**src/rtl/bbep_pkg.sv**
```systemverilog
// Package of the binary blob extreme point finder.
// Holds field widths, pixel classes, register indexes, state and command types.
// No dependencies; every other file of the block uses it.
package bbep_pkg;

	localparam int MAX_WIDTH_DEF  = 1024;
	localparam int MAX_HEIGHT_DEF = 512;

	localparam int PIX_W   = 8;
	localparam int X_W     = 10;
	localparam int Y_W     = 9;
	localparam int CFG_W   = 11;
	localparam int CFG_H_W = 10;
	localparam int CFG_IDX_W = 1;

	localparam logic [PIX_W-1:0] PIX_FULL = 8'd255;
	localparam logic [PIX_W-1:0] PIX_ZERO = 8'd0;

	localparam logic [CFG_W-1:0]   FRAME_WIDTH_RST  = 11'd640;
	localparam logic [CFG_H_W-1:0] FRAME_HEIGHT_RST = 10'd480;

	typedef enum logic [1:0] {
		CLS_ZERO = 2'd0,
		CLS_MID  = 2'd1,
		CLS_FULL = 2'd2
	} cls_t;

	typedef enum logic [CFG_IDX_W-1:0] {
		CFG_FRAME_WIDTH  = 1'b0,
		CFG_FRAME_HEIGHT = 1'b1
	} cfg_idx_t;

	typedef enum logic [1:0] {
		DIR_TOP    = 2'd0,
		DIR_LEFT   = 2'd1,
		DIR_BOTTOM = 2'd2,
		DIR_RIGHT  = 2'd3
	} dir_t;

	typedef enum logic [2:0] {
		ST_LOAD = 3'd0,
		ST_DIM  = 3'd1,
		ST_MUL  = 3'd2,
		ST_SCAN = 3'd3,
		ST_RUN  = 3'd4,
		ST_EMIT = 3'd5
	} state_t;

	typedef struct packed {
		logic wr;
		logic load_dim;
		logic load_mul;
		logic start_scan;
		dir_t scan_dir;
		logic start_run;
		logic stop;
		logic save_result;
		logic clr_results;
		logic load_out;
	} cmd_t;

	typedef struct packed {
		logic s1_valid;
		logic s1_full;
		logic s1_zero;
		logic s1_end;
	} status_t;

endpackage

```
**src/rtl/bbep_ctrl.sv**
```systemverilog
// Controller of the blob extreme point finder: frame loading, up to four
// scans with their run measurements, and the result handshake. Uses bbep_pkg.
module bbep_ctrl (
	input  logic                clk,
	input  logic                arst_n,
	input  logic                in_valid,
	input  logic                in_end,
	output logic                in_ready,
	output logic                out_valid,
	input  logic                out_ready,
	output bbep_pkg::cmd_t      cmd,
	input  bbep_pkg::status_t   status
);

	bbep_pkg::state_t state_q, state_d;
	bbep_pkg::dir_t   dir_q, dir_d;
	logic             out_valid_q;

	always_ff @(posedge clk or negedge arst_n) begin
		if (!arst_n) begin
			state_q <= bbep_pkg::ST_LOAD;
			dir_q   <= bbep_pkg::DIR_TOP;
		end else begin
			state_q <= state_d;
			dir_q   <= dir_d;
		end
	end

	always_comb begin
		state_d  = state_q;
		dir_d    = dir_q;
		in_ready = 1'b0;
		cmd      = '0;
		cmd.scan_dir = bbep_pkg::DIR_TOP;
		unique case (state_q)
			bbep_pkg::ST_LOAD: begin
				in_ready = 1'b1;
				if (in_valid) begin
					cmd.wr = 1'b1;
					if (in_end) begin
						state_d = bbep_pkg::ST_DIM;
					end
				end
			end
			bbep_pkg::ST_DIM: begin
				cmd.load_dim = 1'b1;
				state_d      = bbep_pkg::ST_MUL;
			end
			bbep_pkg::ST_MUL: begin
				cmd.load_mul   = 1'b1;
				cmd.start_scan = 1'b1;
				dir_d          = bbep_pkg::DIR_TOP;
				state_d        = bbep_pkg::ST_SCAN;
			end
			bbep_pkg::ST_SCAN: begin
				if (status.s1_valid && status.s1_full) begin
					cmd.start_run = 1'b1;
					state_d       = bbep_pkg::ST_RUN;
				end else if (status.s1_valid && status.s1_end) begin
					cmd.stop        = 1'b1;
					cmd.clr_results = 1'b1;
					state_d         = bbep_pkg::ST_EMIT;
				end
			end
			bbep_pkg::ST_RUN: begin
				if (status.s1_valid && (status.s1_zero || status.s1_end)) begin
					cmd.save_result = 1'b1;
					unique case (dir_q)
						bbep_pkg::DIR_TOP:    dir_d = bbep_pkg::DIR_LEFT;
						bbep_pkg::DIR_LEFT:   dir_d = bbep_pkg::DIR_BOTTOM;
						bbep_pkg::DIR_BOTTOM: dir_d = bbep_pkg::DIR_RIGHT;
						default:              dir_d = bbep_pkg::DIR_TOP;
					endcase
					if (dir_q == bbep_pkg::DIR_RIGHT) begin
						cmd.stop = 1'b1;
						state_d  = bbep_pkg::ST_EMIT;
					end else begin
						cmd.start_scan = 1'b1;
						cmd.scan_dir   = dir_d;
						state_d        = bbep_pkg::ST_SCAN;
					end
				end
			end
			bbep_pkg::ST_EMIT: begin
				if (!out_valid_q || out_ready) begin
					cmd.load_out = 1'b1;
					state_d      = bbep_pkg::ST_LOAD;
				end
			end
			default: state_d = bbep_pkg::ST_LOAD;
		endcase
	end

	always_ff @(posedge clk or negedge arst_n) begin
		if (!arst_n) begin
			out_valid_q <= 1'b0;
		end else if (cmd.load_out) begin
			out_valid_q <= 1'b1;
		end else if (out_ready) begin
			out_valid_q <= 1'b0;
		end
	end

	assign out_valid = out_valid_q;

	a_no_overwrite: assert property (@(posedge clk) disable iff (!arst_n)
		cmd.load_out |-> (!out_valid_q || out_ready))
		else $error("result register loaded while a result is still waiting");

	a_hit_starts_run: assert property (@(posedge clk) disable iff (!arst_n)
		(state_q == bbep_pkg::ST_SCAN && status.s1_valid && status.s1_full)
		|=> state_q == bbep_pkg::ST_RUN)
		else $error("foreground hit did not start a run measurement");

	a_miss_only_first: assert property (@(posedge clk) disable iff (!arst_n)
		(state_q == bbep_pkg::ST_SCAN && status.s1_valid && status.s1_end && !status.s1_full)
		|-> dir_q == bbep_pkg::DIR_TOP)
		else $error("a later scan ran off the frame without a hit");

	a_load_only_idle: assert property (@(posedge clk) disable iff (!arst_n)
		cmd.wr |-> (state_q == bbep_pkg::ST_LOAD && !status.s1_valid))
		else $error("frame store written while a scan is running");

endmodule

```
**config.mk**
```make
export PLATFORM = sky130hd
export DESIGN_NAME = bbep_ctrl
export DESIGN_NICKNAME = d
export VERILOG_FILES = /design/src/rtl/bbep_pkg.sv /design/src/rtl/bbep_ctrl.sv
export SDC_FILE = /design/constraint.sdc
export NUM_CORES = 1
export LEC_CHECK = 0
export BUFFER_PORTS_ARGS = -buffer_cell sky130_fd_sc_hd__buf_4
export CORE_AREA = 2 2 39 41
export CTS_CLUSTER_SIZE = 8
export DETAILED_ROUTE_END_ITERATION = 10
export DIE_AREA = 0 0 41 43
export PLACE_DENSITY = 0.66
export SYNTH_ARGS = -nofsm -noshare
export SYNTH_HDL_FRONTEND = slang
export SYNTH_SLANG_ARGS = --single-unit
```
**constraint.sdc**
```tcl
create_clock -name clk -period 1.8 [get_ports clk]
set_clock_uncertainty 0.2 [all_clocks]
set_input_delay 0.09 -clock clk [delete_from_list [all_inputs] [get_ports clk]]
set_output_delay 0.09 -clock clk [all_outputs]
set_load 0.1 [all_outputs]
```
* Word-level counts from Yosys, hierarchy flattened *
Index checks and enable logic that the tools add are counted.
Widths: inputs -> output; s select.

word-level totals
  output and inout bits = 13
  word-level logic and storage cells = 61
  bits of input ports = 9
  flip-flop bits (word level) = 6

cells by class
  reduce and logical (&&, ||, !) cells = 12
  eq/ne operators = 13
  multiplexer cells = 33

operator list
  cell                number
  $mux 3              9
  $pmux 3 s6          1
  $mux 1              16
  $ne 2x2->1 const B  4
  $eq 3x2->1 const B  2
  $eq 3x3->1 const B  2
  $mux 2              3
  $pmux 2 s3          1
  $reduce_and 5->1    1
  $eq 2x2->1 const B  2
  $pmux 1 s2          2
  $pmux 2 s2          1
  $reduce_bool 2->1   2
  $eq 3x1->1 const B  1
  $logic_and 1x1->1   3
  $logic_not 3->1     1
  $ne 3x3->1 const B  1
  $eq 2x1->1 const B  1
  $logic_not 2->1     1
  $logic_or 1x1->1    2
  $reduce_and 2->1    1
  $logic_not 1->1     1

* Longest topological paths before layout *
  depth in word-level cells = 5
  mapped depth = 6
  mapped depth without buffers = 5

* Worst setup path after synthesis *
No wires, ideal clock.

  path type = register -> output
  start point = reg state_q[0]
  end point = out cmd[10] (netlist name)
  data arrival time = 3.573 ns
  slack = -2.063 ns
  path buffers = 1
  stages on the path, launching flop included = 4
  cells stage by stage = dfrtp_1 buf_2 nor3_1 and2_1

RTL lines
  what                    line             source
  start, declared         bbep_ctrl.sv:15  bbep_pkg::state_t state_q, state_d;
  start signal, assigned  bbep_ctrl.sv:21  state_q <= bbep_pkg::ST_LOAD;
  start signal, assigned  bbep_ctrl.sv:24  state_q <= state_d;
  end, declared           bbep_ctrl.sv:11  output bbep_pkg::cmd_t cmd,

==> metrics.md <==
| Metric | Value |
|---|---|
| Outcome | `finished, violations left` |
| Failing checks | `negative setup slack` |
| Worst path buffer plus inverter count | `3` |
| Via/cell ratio | `5.01` |
| CTS max path bufs | `2` |
| RSZ-0062 raised after global routing | `true` |
| Initial Util | `34.4%` |
| Syn_nets | `just under 70` |
| Fin crit share | `113%` |
| Area after DPL | `791 µm²` |
| Worst Tran Pin Value | `365 ps` |
| Post-synthesis sequential area ratio | `a little under a third` |
| Worst setup SP type | `flop` |
| Number of fill cells | `about 120` |
| Mux share of post-synthesis cell area | `2.10%` |
| DRC violations left | `0` |
| Post-route ant nets | `0` |
| GRT overflow | `0` |
| WP data required | `1510 ps` |
| Clk sink count | `6` |
| Synthesized instance count | `57` |
| Largest net degree at the start of global routing | `10` |
| GR Util All Layers | `17.9%` |
| Post-Synth Adder-Cell Area | `7.87%` |
| Most instantiated cells after synthesis | `dfrtp_1 (6), nor2_1 (6), inv_1 (5), nor3_1 (4), o21ai_0 (4)` |
| Distinct cells, synth | `28` |
| PD cells | `1830 mW/mm²` |
| Worst hold slack | `~85 ps` |
| Synth area leader | `dfrtp_1` |
| Final setup margin | `-229 ps` |
| Dpl hpwl | `992 µm` |
| Worst endpoint data arrival time | `approximately 1700 ps` |
| Pins over their slew limit | `0` |
| Core area | `0.00138 mm²` |
| Clk_lat worst skew | `240 ps` |
| Combinational family with the most area after synthesis | `simple AND/OR/NAND/NOR gates` |
| Setup CP Type | `flop to output port` |
| Share of the synthesized area in the top cell type | `a little under a third` |
| Die Area | `0.00176 mm²` |
| Relative slew slack | `between 70% and 80%` |
| Number of flops mapped to enable cells by yosys | `0` |
| Drt total wl | `1.31 mm` |
| Hold path depth | `4` |
| XOR/XNOR Fraction of Synth Area | `1.84%` |
| Final hold violations | `0` |
| FF+latch count, synth | `6` |
| Asr flop ratio synth | `100%` |
| CP max-delay cell | `or3b_4` |
| Share of layout cells above drive strength 1 | `between 50% and 60%` |
| Initial antenna violation count | `0` |
| Worst r2r path cells | `4` |
| CTS tree | `built` |
| Met3 wire length | `44 µm` |
| Design Area, Final | `952 µm²` |
| Final nets | `104` |
| Syn avg cell area | `8.36 µm²` |
| Global-route wire length before repair | `around 2.2 mm` |
| Synth warn | `0` |
| P_leak | `0.408 nW` |
| Row count | `14` |
| Setup violators final | `5` |
| Root Driver | `clkbuf_4` |
| Fin crit period | `2030 ps` |
| Total CTS buffers | `3` |
| Vias after detailed routing | `about 530` |
| Met2 wire length | `713 µm` |
| Delay-heaviest family, CP | `simple AND/OR/NAND/NOR gates` |
| Clk slew on worst S/H paths | `around 50 ps` |
| Placer Congestion | `0.686` |
| Maximum fanout along the worst path | `2` |
| CP Cell Sequence | `or3b_4 -> or2_1 -> buf_4 -> clkinvlp_4 -> buf_4` |
| Post-Synth Simple-Gate Area | `approximately 28%` |
| Largest cells by area after synthesis | `dfrtp_1 (31%), ha_1 (7.9%), nor2_1 (4.7%)` |
| Die Ht | `about 43 µm` |
| Total of max-cap violations | `0` |
| Max incr delay on CP | `400 ps` |
| Vias in the first global route | `497` |
| Complex-gate fraction of the synthesized area | `between 20% and 30%` |
| Pre-antenna DRT Iters | `3` |
| Netlist Area Pre-Place | `477 µm²` |
| Diode count | `0` |
| Primary FF master, synth | `dfrtp_1` |
| VDD IR-drop max | `roughly 0.00087 V` |
| DRT met1 WL | `534 µm` |
| Die width | `41 µm` |
| Tightest Hold Check Type | `input port to flop` |
| WL per Instance | `between 10 and 15 µm` |
| CP Capture Type | `output port` |
| CP dominant cell by count | `buf_4` |
| IO Pins | `22` |
| Multi-input logic area | `around 380 µm²` |
| Fmax | `493 MHz` |
| Number of port buffers | `21` |
| Initial DRC Count | `3` |
| WP depth | `5` |
| Highest routed metal layer | `met4` |
| Area Growth Syn to Fin | `99.7%` |
| Post-Route Setup TNS | `-1080 ps` |
| CTS HTree Levels | `1` |
| Sequential cell area | `roughly 150 µm²` |
[worst register-to-register path, stage by stage (launching register included)]
cell	delay, ps
dfrtp_1	370
or3b_4	400
buf_4	150
nand2b_1	170
a311o_1	280
[layout by cell type (no fill, tap or decap), types with 2 or more instances in the layout]
cell type      netlist  final
inv_1                5      3
nand3b_1             2      2
buf_6                0      3
nor3_4               0      3
buf_12               0      7
clkbuf_4             0      3
nor2_4               0      3
dfrtp_1              6      4
clkinvlp_4           0      2
nor2_1               6      3
nand2_1              3      3
o21ai_0              4      3
nand2b_1             2      2
or3b_4               1      2
buf_4                0     20
dlygate4sd3_1        0      3
dfrtp_2              0      2
ha_1                 3      3
[metrics by stage]
stage                     worst slack (ps)  util, %  cells  power [W]
after floorplan                       -484        -     57    0.00125
after detailed placement             -75.2     57.1     99    0.00149
after CTS                             -244     68.0    105    0.00174
after global placement               -51.5     57.1     99    0.00147
final                                 -229     68.8    106    0.00175
after global routing                  -289     68.8    106    0.00184
[flip-flops by register name (all words and copies together) (netlist names)]
signal,flops
dir_q,2
out_valid,1
state_q,3
[path summary, 6_finish.rpt]
| check | startpoint | end | slack (ps) |
|---|---|---|---|
| min | status[0] | state_q[1]$_DFFE_PN0P_ | 90 |
| min in group asynchronous | arst_n | dir_q[1]$_DFFE_PN0P_ | 590 |
| min reg2reg | out_valid$_DFFE_PN0P_ | out_valid$_DFFE_PN0P_ | 320 |
| max in group asynchronous | arst_n | out_valid$_DFFE_PN0P_ | 570 |
| max | state_q[0]$_DFFE_PN0P_ | cmd[2] | -230 |
| max reg2reg | state_q[0]$_DFFE_PN0P_ | state_q[0]$_DFFE_PN0P_ | 110 |
[area by class of cell]
type	instances	area share, %
multi-input combinational	43	39.6
tap	16	2.10
clock buffer	3	2.37
timing repair buffer	33	37.2
sequential	6	16.0
inverter	5	2.76
[per-layer routing]
metal | global-route usage (%) | up-vias
met3 | 3.66 | 2
met2 | 29.7 | 13
met5 | 0 | -
li1 | - | 267
met4 | 8.00 | 0
met1 | 20.8 | 249
[cells by family (layout without fill, tap and decap cells)]
kind of cell	count (synthesis)	after routing
XOR/XNOR	1	1
multiplexers	1	1
flip-flops	6	6
AO/OA/AOI/OAI	14	14
buffers and inverters	8	41
adder cells (fa/ha/maj)	3	3
AND/OR/NAND/NOR	24	24
[where the power goes]
group / total, W / switching, W / leakage [nW] / internal (W)
Clock: 0.000124 / 0.0000485 / 0.0138 / 0.0000754
Combinational: 0.00139 / 0.000900 / 0.320 / 0.000493
Sequential: 0.000230 / 0.0000354 / 0.0745 / 0.000195
[repair_timing]
| item | 4_1_cts | 5_1_grt |
|---|---|---|
| endpoints found under the hold margin | 7 | 0 |
| resized for setup | 24 | 2 |
| setup endpoints to repair | 8 | 9 |
| buffers inserted | 0 | 2 |
| hold buffers | 3 | 0 |
| pin swaps | 3 | 2 |
(Power assumes the default switching activity.)
